### src/design/utf8_to_cp866_transcoder_top_assert.svh
// assertion macros shared by the transcoder rtl files
// no dependencies; define NO_ASSERTIONS to compile them out
`ifndef UTF8_TO_CP866_TRANSCODER_TOP_ASSERT_SVH
`define UTF8_TO_CP866_TRANSCODER_TOP_ASSERT_SVH

`ifndef NO_ASSERTIONS

// property must hold on every clock outside reset
`define U2C_ASSERT(name, clk, rst_n, prop, msg) \
  name: assert property (@(posedge clk) disable iff (!rst_n) (prop)) else $error(msg);

// condition must never be seen outside reset
`define U2C_NEVER(name, clk, rst_n, cond, msg) \
  name: assert property (@(posedge clk) disable iff (!rst_n) !(cond)) else $error(msg);

`else

`define U2C_ASSERT(name, clk, rst_n, prop, msg)

`define U2C_NEVER(name, clk, rst_n, cond, msg)

`endif

`endif

### src/design/u2c_pkg.sv
// types, constants and the cp866 mapping function for the transcoder
// no dependencies; used by every module of the block
package u2c_pkg;

  localparam int unsigned ResMax = 3;
  localparam int unsigned QDepth = 4;
  localparam int unsigned QPtrW  = 2;

  localparam logic [7:0] QMark = 8'h3F;

  typedef enum logic [4:0] {
    PH_IDLE        = 5'b00001,
    PH_TWO_NEED1   = 5'b00010,
    PH_THREE_NEED2 = 5'b00100,
    PH_THREE_NEED1 = 5'b01000,
    PH_SKIP        = 5'b10000
  } phase_e;

  // one result: code point to map, or the terminator
  typedef struct packed {
    logic        term;
    logic [15:0] code;
  } res_t;

  // all results caused by one input byte
  typedef struct packed {
    logic [1:0]            cnt;
    res_t [ResMax-1:0]     res;
  } bundle_t;

  localparam res_t QMarkRes = '{term: 1'b0, code: {8'h00, QMark}};
  localparam res_t TermRes  = '{term: 1'b1, code: 16'h0000};

  function automatic logic pending(phase_e ph);
    return (ph == PH_TWO_NEED1) || (ph == PH_THREE_NEED2) || (ph == PH_THREE_NEED1);
  endfunction

  function automatic logic [7:0] map_code(logic [15:0] cp);
    logic [7:0] ch;
    ch = QMark;
    if (cp < 16'h0080) ch = cp[7:0];
    else if (cp >= 16'h0410 && cp <= 16'h043F) ch = 8'h80 + 8'(cp - 16'h0410);
    else if (cp >= 16'h0440 && cp <= 16'h044F) ch = 8'hE0 + 8'(cp - 16'h0440);
    else if (cp == 16'h0401) ch = 8'hF0;
    else if (cp == 16'h0451) ch = 8'hF1;
    else if (cp == 16'h00B0) ch = 8'hF8;
    else if (cp >= 16'h00C0 && cp <= 16'h00C5) ch = "A";
    else if (cp == 16'h00C7) ch = "C";
    else if (cp >= 16'h00C8 && cp <= 16'h00CB) ch = "E";
    else if (cp >= 16'h00CC && cp <= 16'h00CF) ch = "I";
    else if (cp == 16'h00D1) ch = "N";
    else if (cp >= 16'h00D2 && cp <= 16'h00D6) ch = "O";
    else if (cp == 16'h00D8) ch = "O";
    else if (cp >= 16'h00D9 && cp <= 16'h00DC) ch = "U";
    else if (cp == 16'h00DD) ch = "Y";
    else if (cp == 16'h00DF) ch = "s";
    else if (cp >= 16'h00E0 && cp <= 16'h00E5) ch = "a";
    else if (cp == 16'h00E7) ch = "c";
    else if (cp >= 16'h00E8 && cp <= 16'h00EB) ch = "e";
    else if (cp >= 16'h00EC && cp <= 16'h00EF) ch = "i";
    else if (cp == 16'h00F1) ch = "n";
    else if (cp >= 16'h00F2 && cp <= 16'h00F6) ch = "o";
    else if (cp == 16'h00F8) ch = "o";
    else if (cp >= 16'h00F9 && cp <= 16'h00FC) ch = "u";
    else if (cp == 16'h00FD) ch = "y";
    else if (cp == 16'h00FF) ch = "y";
    else if (cp >= 16'h0100 && cp <= 16'h0105) ch = "a";
    else if (cp >= 16'h0106 && cp <= 16'h010D) ch = "c";
    else if (cp >= 16'h010E && cp <= 16'h0111) ch = "d";
    else if (cp >= 16'h0112 && cp <= 16'h011B) ch = "e";
    else if (cp >= 16'h011C && cp <= 16'h0123) ch = "g";
    else if (cp >= 16'h0124 && cp <= 16'h0127) ch = "h";
    else if (cp >= 16'h0128 && cp <= 16'h0131) ch = "i";
    else if (cp >= 16'h0134 && cp <= 16'h0135) ch = "j";
    else if (cp >= 16'h0136 && cp <= 16'h0138) ch = "k";
    else if (cp >= 16'h0139 && cp <= 16'h0142) ch = "l";
    else if (cp >= 16'h0143 && cp <= 16'h0149) ch = "n";
    else if (cp >= 16'h014C && cp <= 16'h0151) ch = "o";
    else if (cp >= 16'h0154 && cp <= 16'h0159) ch = "r";
    else if (cp >= 16'h015A && cp <= 16'h0161) ch = "s";
    else if (cp >= 16'h0162 && cp <= 16'h0167) ch = "t";
    else if (cp >= 16'h0168 && cp <= 16'h0173) ch = "u";
    else if (cp >= 16'h0174 && cp <= 16'h0175) ch = "w";
    else if (cp >= 16'h0176 && cp <= 16'h0178) ch = "y";
    else if (cp >= 16'h0179 && cp <= 16'h017E) ch = "z";
    return ch;
  endfunction

endpackage

### src/design/utf8_to_cp866_transcoder_top.sv
// top level of the utf-8 to cp866 transcoder
// depends on u2c_pkg, u2c_front, u2c_queue, u2c_back
//
//  channel  direction  handshake                 payload
//  cfg      in         cfg_we_i                  cfg_wdata_i (max_chars)
//  in       in         in_valid_i / in_stall_o   text_byte_i, last_byte_i
//  out      out        out_valid_o / out_stall_i out_char_o, last_of_string_o
//
// the decoder takes one byte per cycle while the 4-bundle queue has room
// the output register shows the results of a bundle one at a time, so a
// byte with k results holds the back end until all k are shown; bytes with
// no result skip the queue; a first result is queued, then loaded into the output register
// reset clears decode state, queue and output valid flag; max_chars resets to 255
module utf8_to_cp866_transcoder_top (
  input  logic       clk_i,
  input  logic       rst_ni,
  input  logic       cfg_we_i,
  input  logic [7:0] cfg_wdata_i,
  input  logic       in_valid_i,
  output logic       in_stall_o,
  input  logic [7:0] text_byte_i,
  input  logic       last_byte_i,
  output logic       out_valid_o,
  input  logic       out_stall_i,
  output logic [7:0] out_char_o,
  output logic       last_of_string_o
);
  import u2c_pkg::*;

  logic    push;
  logic    pop;
  logic    q_valid;
  logic    q_full;
  bundle_t push_bundle;
  bundle_t head_bundle;

  u2c_front u_front (
    .clk_i       (clk_i),
    .rst_ni      (rst_ni),
    .cfg_we_i    (cfg_we_i),
    .cfg_wdata_i (cfg_wdata_i),
    .in_valid_i  (in_valid_i),
    .in_stall_o  (in_stall_o),
    .text_byte_i (text_byte_i),
    .last_byte_i (last_byte_i),
    .full_i      (q_full),
    .push_o      (push),
    .bundle_o    (push_bundle)
  );

  u2c_queue u_queue (
    .clk_i    (clk_i),
    .rst_ni   (rst_ni),
    .push_i   (push),
    .bundle_i (push_bundle),
    .pop_i    (pop),
    .valid_o  (q_valid),
    .full_o   (q_full),
    .head_o   (head_bundle)
  );

  u2c_back u_back (
    .clk_i            (clk_i),
    .rst_ni           (rst_ni),
    .q_valid_i        (q_valid),
    .q_head_i         (head_bundle),
    .pop_o            (pop),
    .out_valid_o      (out_valid_o),
    .out_stall_i      (out_stall_i),
    .out_char_o       (out_char_o),
    .last_of_string_o (last_of_string_o)
  );

endmodule

### src/design/u2c_front.sv
// front end: utf-8 decode state, character budget and result bundling
// depends on u2c_pkg
module u2c_front (
  input  logic              clk_i,
  input  logic              rst_ni,
  input  logic              cfg_we_i,
  input  logic [7:0]        cfg_wdata_i,
  input  logic              in_valid_i,
  output logic              in_stall_o,
  input  logic [7:0]        text_byte_i,
  input  logic              last_byte_i,
  input  logic              full_i,
  output logic              push_o,
  output u2c_pkg::bundle_t  bundle_o
);
  import u2c_pkg::*;

  logic [7:0]  max_q;
  phase_e      ph_q, ph_d;
  logic [15:0] pc_q, pc_d;
  logic [7:0]  cw_q, cw_d;
  logic        te_q, te_d;

  logic        accept;
  logic        cont;
  logic [15:0] grown;
  logic        a_valid;
  logic [15:0] a_code;
  logic        restart;
  logic [1:0]  n;
  bundle_t     bnd;

  assign accept     = in_valid_i && !full_i;
  assign in_stall_o = full_i;
  assign cont       = (text_byte_i[7:6] == 2'b10);
  assign grown      = {pc_q[9:0], text_byte_i[5:0]};

  always_comb begin
    ph_d    = ph_q;
    pc_d    = pc_q;
    cw_d    = cw_q;
    te_d    = te_q;
    n       = 2'd0;
    bnd     = '0;
    a_valid = 1'b0;
    a_code  = '0;
    restart = 1'b0;
    if (te_q) begin
      // swallow bytes after a zero byte until the string's last byte
      if (last_byte_i) begin
        ph_d = PH_IDLE;
        pc_d = '0;
        cw_d = '0;
        te_d = 1'b0;
      end
    end else if (text_byte_i == 8'h00) begin
      if (pending(ph_q) && (cw_q < max_q)) begin
        bnd.res[n] = QMarkRes;
        n = n + 2'd1;
      end
      bnd.res[n] = TermRes;
      n = n + 2'd1;
      ph_d = PH_IDLE;
      pc_d = '0;
      cw_d = '0;
      te_d = !last_byte_i;
    end else begin
      case (ph_q)
        PH_TWO_NEED1, PH_THREE_NEED1: begin
          a_valid = 1'b1;
          if (cont) begin
            a_code = grown;
            ph_d   = PH_IDLE;
            pc_d   = '0;
          end else begin
            a_code  = QMarkRes.code;
            restart = 1'b1;
          end
        end
        PH_THREE_NEED2: begin
          if (cont) begin
            pc_d = grown;
            ph_d = PH_THREE_NEED1;
          end else begin
            a_valid = 1'b1;
            a_code  = QMarkRes.code;
            restart = 1'b1;
          end
        end
        PH_SKIP: begin
          restart = !cont;
        end
        default: begin
          restart = 1'b1;
        end
      endcase
      if (a_valid && (cw_d < max_q)) begin
        bnd.res[n] = '{term: 1'b0, code: a_code};
        n = n + 2'd1;
        cw_d = cw_d + 8'd1;
      end
      // byte decoded afresh as a sequence start
      if (restart) begin
        ph_d = PH_IDLE;
        pc_d = '0;
        if (cw_d < max_q) begin
          if (!text_byte_i[7]) begin
            bnd.res[n] = '{term: 1'b0, code: {8'h00, text_byte_i}};
            n = n + 2'd1;
            cw_d = cw_d + 8'd1;
          end else if (text_byte_i[7:5] == 3'b110) begin
            ph_d = PH_TWO_NEED1;
            pc_d = {11'h000, text_byte_i[4:0]};
          end else if (text_byte_i[7:4] == 4'b1110) begin
            ph_d = PH_THREE_NEED2;
            pc_d = {12'h000, text_byte_i[3:0]};
          end else begin
            bnd.res[n] = QMarkRes;
            n = n + 2'd1;
            cw_d = cw_d + 8'd1;
            ph_d = PH_SKIP;
          end
        end
      end
      if (last_byte_i) begin
        if (pending(ph_d) && (cw_d < max_q)) begin
          bnd.res[n] = QMarkRes;
          n = n + 2'd1;
        end
        bnd.res[n] = TermRes;
        n = n + 2'd1;
        ph_d = PH_IDLE;
        pc_d = '0;
        cw_d = '0;
        te_d = 1'b0;
      end
    end
    bnd.cnt = n;
  end

  assign push_o   = accept && (n != 2'd0);
  assign bundle_o = bnd;

  always_ff @(posedge clk_i or negedge rst_ni) begin
    if (!rst_ni) begin
      max_q <= 8'hFF;
      ph_q  <= PH_IDLE;
      pc_q  <= '0;
      cw_q  <= '0;
      te_q  <= 1'b0;
    end else begin
      if (cfg_we_i) begin
        max_q <= cfg_wdata_i;
      end
      if (accept) begin
        ph_q <= ph_d;
        pc_q <= pc_d;
        cw_q <= cw_d;
        te_q <= te_d;
      end
    end
  end

endmodule

### src/design/u2c_queue.sv
// short bundle queue between the decoder front and the output back end
// depends on u2c_pkg and the assertion macro header
`include "utf8_to_cp866_transcoder_top_assert.svh"

module u2c_queue (
  input  logic              clk_i,
  input  logic              rst_ni,
  input  logic              push_i,
  input  u2c_pkg::bundle_t  bundle_i,
  input  logic              pop_i,
  output logic              valid_o,
  output logic              full_o,
  output u2c_pkg::bundle_t  head_o
);
  import u2c_pkg::*;

  bundle_t                 mem_q [QDepth];
  logic [QPtrW-1:0]        wr_ptr_q, rd_ptr_q;
  logic [QPtrW:0]          cnt_q, cnt_d;

  assign valid_o = (cnt_q != '0);
  assign full_o  = (cnt_q == (QPtrW+1)'(QDepth));
  assign head_o  = mem_q[rd_ptr_q];

  always_comb begin
    cnt_d = cnt_q;
    if (push_i && !pop_i) cnt_d = cnt_q + 1'b1;
    else if (!push_i && pop_i) cnt_d = cnt_q - 1'b1;
  end

  always_ff @(posedge clk_i or negedge rst_ni) begin
    if (!rst_ni) begin
      wr_ptr_q <= '0;
      rd_ptr_q <= '0;
      cnt_q    <= '0;
    end else begin
      if (push_i) wr_ptr_q <= wr_ptr_q + 1'b1;
      if (pop_i)  rd_ptr_q <= rd_ptr_q + 1'b1;
      cnt_q <= cnt_d;
    end
  end

  always_ff @(posedge clk_i) begin
    if (push_i) begin
      mem_q[wr_ptr_q] <= bundle_i;
    end
  end

  `U2C_NEVER(a_push_full, clk_i, rst_ni, push_i && full_o, "push into a full queue")
  `U2C_NEVER(a_pop_empty, clk_i, rst_ni, pop_i && !valid_o, "pop from an empty queue")
  `U2C_ASSERT(a_cnt_range, clk_i, rst_ni, cnt_q <= (QPtrW+1)'(QDepth), "queue count overflow")

endmodule

### src/design/u2c_back.sv
// back end: walks the results of each bundle, maps to cp866, output register
// depends on u2c_pkg and the assertion macro header
`include "utf8_to_cp866_transcoder_top_assert.svh"

module u2c_back (
  input  logic              clk_i,
  input  logic              rst_ni,
  input  logic              q_valid_i,
  input  u2c_pkg::bundle_t  q_head_i,
  output logic              pop_o,
  output logic              out_valid_o,
  input  logic              out_stall_i,
  output logic [7:0]        out_char_o,
  output logic              last_of_string_o
);
  import u2c_pkg::*;

  logic [1:0] idx_q, idx_d;
  logic       out_valid_q, out_valid_d;
  logic [7:0] out_char_q;
  logic       last_q;

  logic       load;
  logic       take;
  logic       last_in;
  res_t       cur;

  assign load    = !out_valid_q || !out_stall_i;
  assign take    = load && q_valid_i;
  assign cur     = q_head_i.res[idx_q];
  assign last_in = (idx_q == (q_head_i.cnt - 2'd1));
  assign pop_o   = take && last_in;

  always_comb begin
    idx_d       = idx_q;
    out_valid_d = out_valid_q;
    if (take) begin
      idx_d       = last_in ? 2'd0 : idx_q + 2'd1;
      out_valid_d = 1'b1;
    end else if (load) begin
      out_valid_d = 1'b0;
    end
  end

  always_ff @(posedge clk_i or negedge rst_ni) begin
    if (!rst_ni) begin
      idx_q       <= '0;
      out_valid_q <= 1'b0;
    end else begin
      idx_q       <= idx_d;
      out_valid_q <= out_valid_d;
    end
  end

  // the terminator carries code zero, which maps to zero
  always_ff @(posedge clk_i) begin
    if (take) begin
      out_char_q <= map_code(cur.code);
      last_q     <= cur.term;
    end
  end

  assign out_valid_o      = out_valid_q;
  assign out_char_o       = out_char_q;
  assign last_of_string_o = last_q;

  `U2C_ASSERT(a_idx_in_bundle, clk_i, rst_ni, !q_valid_i || (idx_q < q_head_i.cnt),
              "result index beyond bundle")
  `U2C_NEVER(a_pop_no_head, clk_i, rst_ni, pop_o && !q_valid_i, "pop without a queued bundle")
  `U2C_ASSERT(a_out_hold, clk_i, rst_ni,
              out_valid_q && out_stall_i |=> out_valid_q && $stable(out_char_q) && $stable(last_q),
              "stalled output beat changed")

endmodule
### config.mk
export PLATFORM = sky130hd
export DESIGN_NAME = utf8_to_cp866_transcoder_top
export DESIGN_NICKNAME = d
export VERILOG_FILES = /design/src/design/u2c_pkg.sv /design/src/design/utf8_to_cp866_transcoder_top.sv /design/src/design/u2c_front.sv /design/src/design/u2c_queue.sv /design/src/design/u2c_back.sv
export VERILOG_INCLUDE_DIRS = /design/src /design/src/design
export SDC_FILE = /design/constraint.sdc
export NUM_CORES = 1
export LEC_CHECK = 0
export ABC_AREA = 1
export BUFFER_PORTS_ARGS = -buffer_cell sky130_fd_sc_hd__buf_2
export CORE_MARGIN = 3
export CORE_UTILIZATION = 40
export DETAILED_ROUTE_END_ITERATION = 8
export PLACE_DENSITY_LB_ADDON = 0.05
export SYNTH_ARGS = -nofsm -noshare
export SYNTH_HDL_FRONTEND = slang
export SYNTH_SLANG_ARGS = --single-unit
export TNS_END_PERCENT = 50
### constraint.sdc
create_clock -name clk_i -period 12.69 [get_ports clk_i]
set_input_delay 2.538 -clock clk_i [delete_from_list [all_inputs] [get_ports clk_i]]
set_output_delay 2.538 -clock clk_i [all_outputs]
set_load 0.01 [all_outputs]
Word-level counts from Yosys, hierarchy flattened
Memory sizes are Yosys's and may differ from the RTL's. Index checks and enable logic that the tools add are counted.

$add $sub $neg: 16. Bitwise logic cells: 12. Order comparisons: 75. Equal/unequal tests: 28. Muxes and demuxes: 156. Reductions and logical operators: 66.

Operators with widths (count): 51-bit two-way mux (14); 8-bit two-way mux (58); 16-bit by 9-bit greater-or-equal comparator with 1-bit output (second input constant) (19); 16-bit by 9-bit less-or-equal comparator with 1-bit output (second input constant) (19); 16-bit by 8-bit equality test with 1-bit output (second input constant) (11); 16-bit by 8-bit greater-or-equal comparator with 1-bit output (second input constant) (10); 16-bit by 8-bit less-or-equal comparator with 1-bit output (second input constant) (10); 17-bit two-way mux (9); 17-bit demux with 2-bit select (4); 48-bit inverter (2); 10-bit two-way mux (9); 5-bit two-way mux (14); 33-bit inverter (2); 51-bit bitwise mux (1); 16-bit by 48-bit bitwise AND with 48-bit output (1); 48-bit bitwise AND (1); 1-bit logical AND (44); 2-bit two-way mux (19); 17-bit binary-select mux with 2-bit select (1); 11-bit by 33-bit bitwise AND with 33-bit output (1); 33-bit bitwise AND (1); 16-bit by 11-bit equality test with 1-bit output (second input constant) (2); 16-bit by 11-bit greater-or-equal comparator with 1-bit output (second input constant) (2); 16-bit by 11-bit less-or-equal comparator with 1-bit output (second input constant) (2); 47 further kinds (97).

Memory bits (writable): 212. Input bits: 22. Output and inout port bits: 11. Logic and storage cells: 366. Memories kept: 1. Flip-flop bits (word level): 51.

Memories: u_queue.mem_q (depth 4, bits a word 53, rd ports 1, clocked after memory_dff 0, wr ports 1, RTL line u2c_queue.sv:17) `bundle_t mem_q [QDepth];`.

Logic depth before layout (Yosys ltp)
An unclocked memory read counts as a cell.

Depth in word-level cells: 50. Depth in mapped cells: 47. Gate-level depth less buffers: 47.

Modules after synthesis
Synthesis repeated with hierarchy kept, for this count alone.

Cells, all modules: 1792. Area total of the unflattened synthesis: 15825.2 µm².

Modules (own cells, without submodules): u2c_queue (seq. area each 6541.3 µm², times used 1, area an instance 9173.8 µm², cells each 667); u2c_back (seq. area each 345.3 µm², times used 1, area an instance 3465.8 µm², cells each 652); u2c_front (seq. area each 812.0 µm², times used 1, area an instance 3185.6 µm², cells each 473).

Least setup slack after synthesis
OpenSTA, ideal clock, no wires.

Kind: input -> register. From: input text_byte_i[6]. To: memory u_queue.mem_q[0][0] (netlist bit) (enable). Library setup time: 417 ps. Data required time: 12273 ps. Path buffers: 1. Setup slack: 3912 ps. Stages on the path: 35. Arrival: 8361 ps. Cell sequence: inv_1 -> nand2_1 -> nand3_1 -> nand2_1 -> nand3_2 -> clkbuf_1 -> nor4_1 -> nand3_1 -> xor2_1 -> inv_1 -> ha_1 -> nand2_1 -> nor2_1 -> a211oi_1 -> nand3_2 -> inv_1 -> nand4_1 -> nor2_1 -> nand2_1 -> xor2_1 -> inv_1 -> ha_1 -> a21oi_1 -> o21ai_0 -> a211oi_1 -> nand2_1 -> nand2_1 -> o21ai_0 -> ha_1 -> nand3_1 -> nand2_1 -> a21oi_1 -> nand2_1 -> nand2_2 -> nor2_1.

Longest elaborated chain between the ends: 31. Elaborated cells between the ends (all ways): 66. Classes of those cells: add/sub: 4; order compare: 2; eq/ne: 6; mux: 46; reduce/logical: 8.

RTL lines: start: declaration (RTL line utf8_to_cp866_transcoder_top.sv:21) `input logic [7:0] text_byte_i,`; 2-bit equality test (RTL line u2c_front.sv:35) `assign cont = (text_byte_i[7:6] == 2'b10);`; 1-bit two-way mux (RTL line u2c_front.sv:71, u2c_front.sv:81); 1-bit case mux with 2 select lines (RTL line u2c_front.sv:68) `case (ph_q)`; 1-bit two-way mux (RTL line u2c_front.sv:56) `end else if (text_byte_i == 8'h00) begin`; 1-bit two-way mux (RTL line u2c_front.sv:48) `if (te_q) begin`; 1-bit logical AND (RTL line u2c_front.sv:97) `if (a_valid && (cw_d < max_q)) begin`; 8-bit two-way mux (RTL line u2c_front.sv:97); 8-bit two-way mux (RTL line u2c_front.sv:56); (+15 left out); 2-bit by 1-bit adder with 2-bit output (RTL line u2c_front.sv:131) `n = n + 2'd1;`; 2-bit two-way mux (RTL line u2c_front.sv:125) `if (last_byte_i) begin`; 2-bit two-way mux (*) (RTL line u2c_front.sv:56); 2-bit two-way mux (*) (RTL line u2c_front.sv:48); 2-bit nonzero test (*) (RTL line u2c_front.sv:141) `assign push_o = accept && (n != 2'd0);`; 1-bit logical AND (*) (RTL line u2c_front.sv:141); 1-bit two-way mux (*) (RTL line u2c_queue.sv:44) `if (push_i) begin`; 1-bit two-way mux (implied by the code) (*) (RTL line u2c_queue.sv:45) `mem_q[wr_ptr_q] <= bundle_i;`; end: declaration (RTL line u2c_queue.sv:17).

Mark *: on every way between the ends. The rest lies on a longest branch, timed or not. The select of a mux whose other input is x is not followed.

Worst setup path after layout
From: input text_byte_i[7]. To: register u_queue.cnt_q[1].

Elaborated cells between the ends (all ways): 69. Classes of those cells: add/sub: 4; order compare: 2; eq/ne: 6; mux: 45; reduce/logical: 12.

RTL lines: 2-bit equality test (RTL line u2c_front.sv:35); 1-bit two-way mux (RTL line u2c_front.sv:71, u2c_front.sv:81); 1-bit case mux with 2 select lines (RTL line u2c_front.sv:68); 1-bit two-way mux (RTL line u2c_front.sv:56); 1-bit two-way mux (RTL line u2c_front.sv:48); 1-bit logical AND (RTL line u2c_front.sv:97); 8-bit two-way mux (RTL line u2c_front.sv:97); 8-bit two-way mux (RTL line u2c_front.sv:56); (+17 left out); 2-bit two-way mux (*) (RTL line u2c_front.sv:56); 2-bit two-way mux (*) (RTL line u2c_front.sv:48); 2-bit nonzero test (*) (RTL line u2c_front.sv:141); 1-bit logical AND (*) (RTL line u2c_front.sv:141); named net push (RTL line utf8_to_cp866_transcoder_top.sv:30) `logic push;`; 1-bit logical AND (*) (RTL line u2c_queue.sv:27) `if (push_i && !pop_i) cnt_d = cnt_q + 1'b1;`; 3-bit two-way mux (*) (RTL line u2c_queue.sv:27); named net u_queue.cnt_d[1] (RTL line u2c_queue.sv:19) `logic [QPtrW:0] cnt_q, cnt_d;`; end signal: assignment (RTL line u2c_queue.sv:39) `cnt_q <= cnt_d;`; end: declaration (RTL line u2c_queue.sv:19).

The timed path passes the listed nets; every way through them passes the cells marked *. The select of a mux whose other input is x is not followed. A chain may end at the register's enable or synchronous reset.

==> key figures <==
Status
  – Run status: finished clean

GRT
  – Tot GR Track Use: 0.219
  – Largest net degree at the start of global routing: 73
  – Initial antenna violation count: 1
  – First-pass GRT wire length: 49.9 mm
  – Gr ovfl total: 0
  – Vias in the first global route: just over 9,000

Timing
  – Fin Setup TNS: 0 ns
  – Relative slew slack: 0.318
  – Final Hold Vio Count: 0
  – Final Critical Period: 9.59 ns
  – RSZ-0062 raised after global routing: no
  – Fin crit share: 0.756
  – Skew final: 0.0130 ns
  – Pins Over Slew Limit: 0
  – Max Fclk: 104 MHz
  – Worst-Margin Slew: 1.02 ns
  – Final setup violation count: 0

Critical path
  – Nature of the critical path endpoint: flip-flop
  – Reg2Reg Setup Slack: 4.48 ns
  – Crit path max fanout: 23
  – Worst flop-to-flop path endpoint: u_queue.cnt_q[1]
  – Cell mode on critical path: nand2_1
  – Critical Path Source Type: input port
  – Worst EP arrival: ~9.9 ns
  – R2R depth: 40
  – Reg2reg start: u_front.max_q[7]
  – Worst endpoint required time: approximately 13 ns
  – Worst stage delay on the critical path: around 0.41 ns
  – Worst Setup EP: u_queue.cnt_q[1]
  – Crit path kind: input port to flip-flop
  – CP max stage cell: fa_1
  – Worst setup path start: text_byte_i[7]

Synth
  – Synth top area share: 0.355
  – Yosys cell types: 63
  – Synth area leaders: edfxtp_1 (35%), nand2_1 (9.8%), dfrtp_1 (7.6%)
  – Post-synth ARST share: 0.246
  – Mapped Avg Cell Area: 8.18 sq um
  – Synthesized cell area: ~11,000 sq um
  – Synthesized flop and latch total: 171
  – Number of flops mapped to enable cells by yosys: 129
  – Ys flop type: edfxtp_1
  – Cell taking the most area after synthesis: edfxtp_1
  – Mapped Cells: 1,336
  – Register area share after synthesis: 0.452
  – Synth cell count leaders: nand2_1 (286), inv_1 (174), nor2_1 (160), edfxtp_1 (129), o21ai_0 (91)
  – YS warnings: 0
  – Count leader, synth: nand2_1

Clock network
  – Clock root cell: clkbuf_16
  – Number of setup buffers added after CTS: 0
  – Num CTS Buffers: 17
  – Htree depth: 4
  – Post-CTS sizing: 0
  – Clock slew at reported path FFs: approximately 0.080 ns
  – Sink Count: 171
  – Hold-fix buffer count after cts: 0
  – Max Root-Sink Buffers: 2
  – CTS tree: done
  – Worst-skew pair later-pin latency: 0.43 ns

Placement
  – Hpwl dp: 23.0 mm
  – IO Port Bufs: 32
  – Routability Congestion: 0.923
  – Placement Cell Area: 11,400 sq um

Worst hold path
  – Hold Path Class: flip-flop to flip-flop

Job
  – Max cap viols: 0

Floorplan
  – Core area: 26,400 sq um
  – Starting Density: 0.413
  – Die height: approximately 170 um
  – DIE AREA: 29,300 sq um
  – Row cnt: 59
  – Die W: approximately 170 um
  – IO Pins: 33

Routing
  – Routed WL: 30.8 mm
  – Post-DR wirelength/cell: 18.0 um
  – 1st-pass router iterations: 5
  – Vias per inst: 5.30
  – Drt drc: 0
  – 1st-iter DRT viols: 636
  – Post-route ant nets: 0
  – Vias post-DR: 9,070

Pwr
  – Pwr per Cell Area: 293 nW/um^2
  – P_leak: 5.18 nW
  – Total Power: 0.00352 W
  – VDD IR max: approximately 0.00011 V

Cells and area
  – Nets@finish: 1,430
  – N_diodes: 0
  – Post-route cell area: between 10,000 and 15,000 sq um
  – Share of post-route cells with drive strength above 1: 0.114
  – Layout Area Growth over Synthesis: 9.79%
## logic make-up (layout without fill, tap and decap cells)
logic type	count (synthesis)	after routing	synth area share
AOI/OAI and AO/OA	251	251	0.134
xor gates and xnor gates	15	15	0.0120
adders and majority gates	46	46	0.0534
buffers and inverters	231	267	0.0890
DFF	171	171	0.452
muxes	3	3	0.00298
other	1	4	0.000343
and+or+nand+nor	618	618	0.256
## cell usage in the layout (no fill, tap or decap), types with 26 or more instances in the layout
cell type  netlist  routed
nand3_1         62      62
o21ai_1         28      28
nand2_1        286     286
ha_1            45      45
dfrtp_1         33      32
o22ai_1         30      30
o21ai_0         91      91
buf_2            6      32
nor3_1          26      26
edfxtp_1       129     129
inv_1          174     174
a21oi_1         47      47
nor2_1         160     156
## state kept, by name (all words and copies together) (netlist names)
name	flops
u_queue.mem_q	120
u_front.pc_q	10
u_back.out_char_o	8
u_front.cw_q	8
u_front.max_q	8
u_front.ph_q	5
u_queue.cnt_q	3
u_back.idx_q	2
u_queue.rd_ptr_q	2
u_queue.wr_ptr_q	2
u_back.last_of_string_o	1
u_back.out_valid_o	1
u_front.te_q	1
## area by class of cell
| type | count | area, sq um |
|---|---|---|
| clock buffer | 17 | 425 |
| timing repair buffer | 38 | 205 |
| sequential | 171 | 4940 |
| fill | 2668 | 14400 |
| inverter | 197 | 743 |
| tap | 335 | 419 |
| clock inverter | 15 | 206 |
| multi-input combinational | 937 | 5060 |
## routing by layer
layer / global-route usage / vias to the layer above / routed length (um)
li1: - / 4560 / -
met1: 0.262 / 4233 / 12800
met2: 0.400 / 226 / 16000
met3: 0.0324 / 51 / 1080
met4: 0.0766 / 0 / 907
met5: 0 / - / 0
## worst min path at each step
stage	end	cells past startpoint	from	slack [ns]
floorplan	u_front.pc_q[6]	2	u_front.pc_q[6]	0.44
global placement	u_front.pc_q[3]	1	u_front.pc_q[3]	0.48
detailed placement	u_front.pc_q[3]	1	u_front.pc_q[3]	0.48
CTS	u_front.pc_q[3]	1	u_front.pc_q[3]	0.50
global route	u_front.pc_q[1]	1	u_front.pc_q[1]	0.50
finish	u_front.pc_q[1]	1	u_front.pc_q[1]	0.49
## stage by stage
step           hold WS [ns]  instances   util  setup WS (ns)
3_5_place_dp          0.481       1678  0.430           2.69
3_3_place_gp          0.477       1678  0.430           2.90
2_1_floorplan         0.438       1339      -           3.91
5_1_grt               0.504       1710  0.454           2.21
6_report              0.493       1710  0.454           3.10
4_1_cts               0.498       1710  0.454           3.14
## critical path, delay by kind of cell
family / cells / cell delay, ns
AND/OR/NAND/NOR: 19 / 2.86
adder cells (fa/ha/maj): 5 / 1.49
AO/OA/AOI/OAI: 6 / 1.36
buffers and inverters: 7 / 1.06
XOR/XNOR: 2 / 0.32
multiplexers: 1 / 0.26
## report_power, final
group          switching, W  leakage (nW)  internal [W]
registers         0.0000398          1.73      0.000750
clock network      0.000248         0.302      0.000287
logic               0.00157          3.14      0.000624
Power figures use the tool's default switching activity.
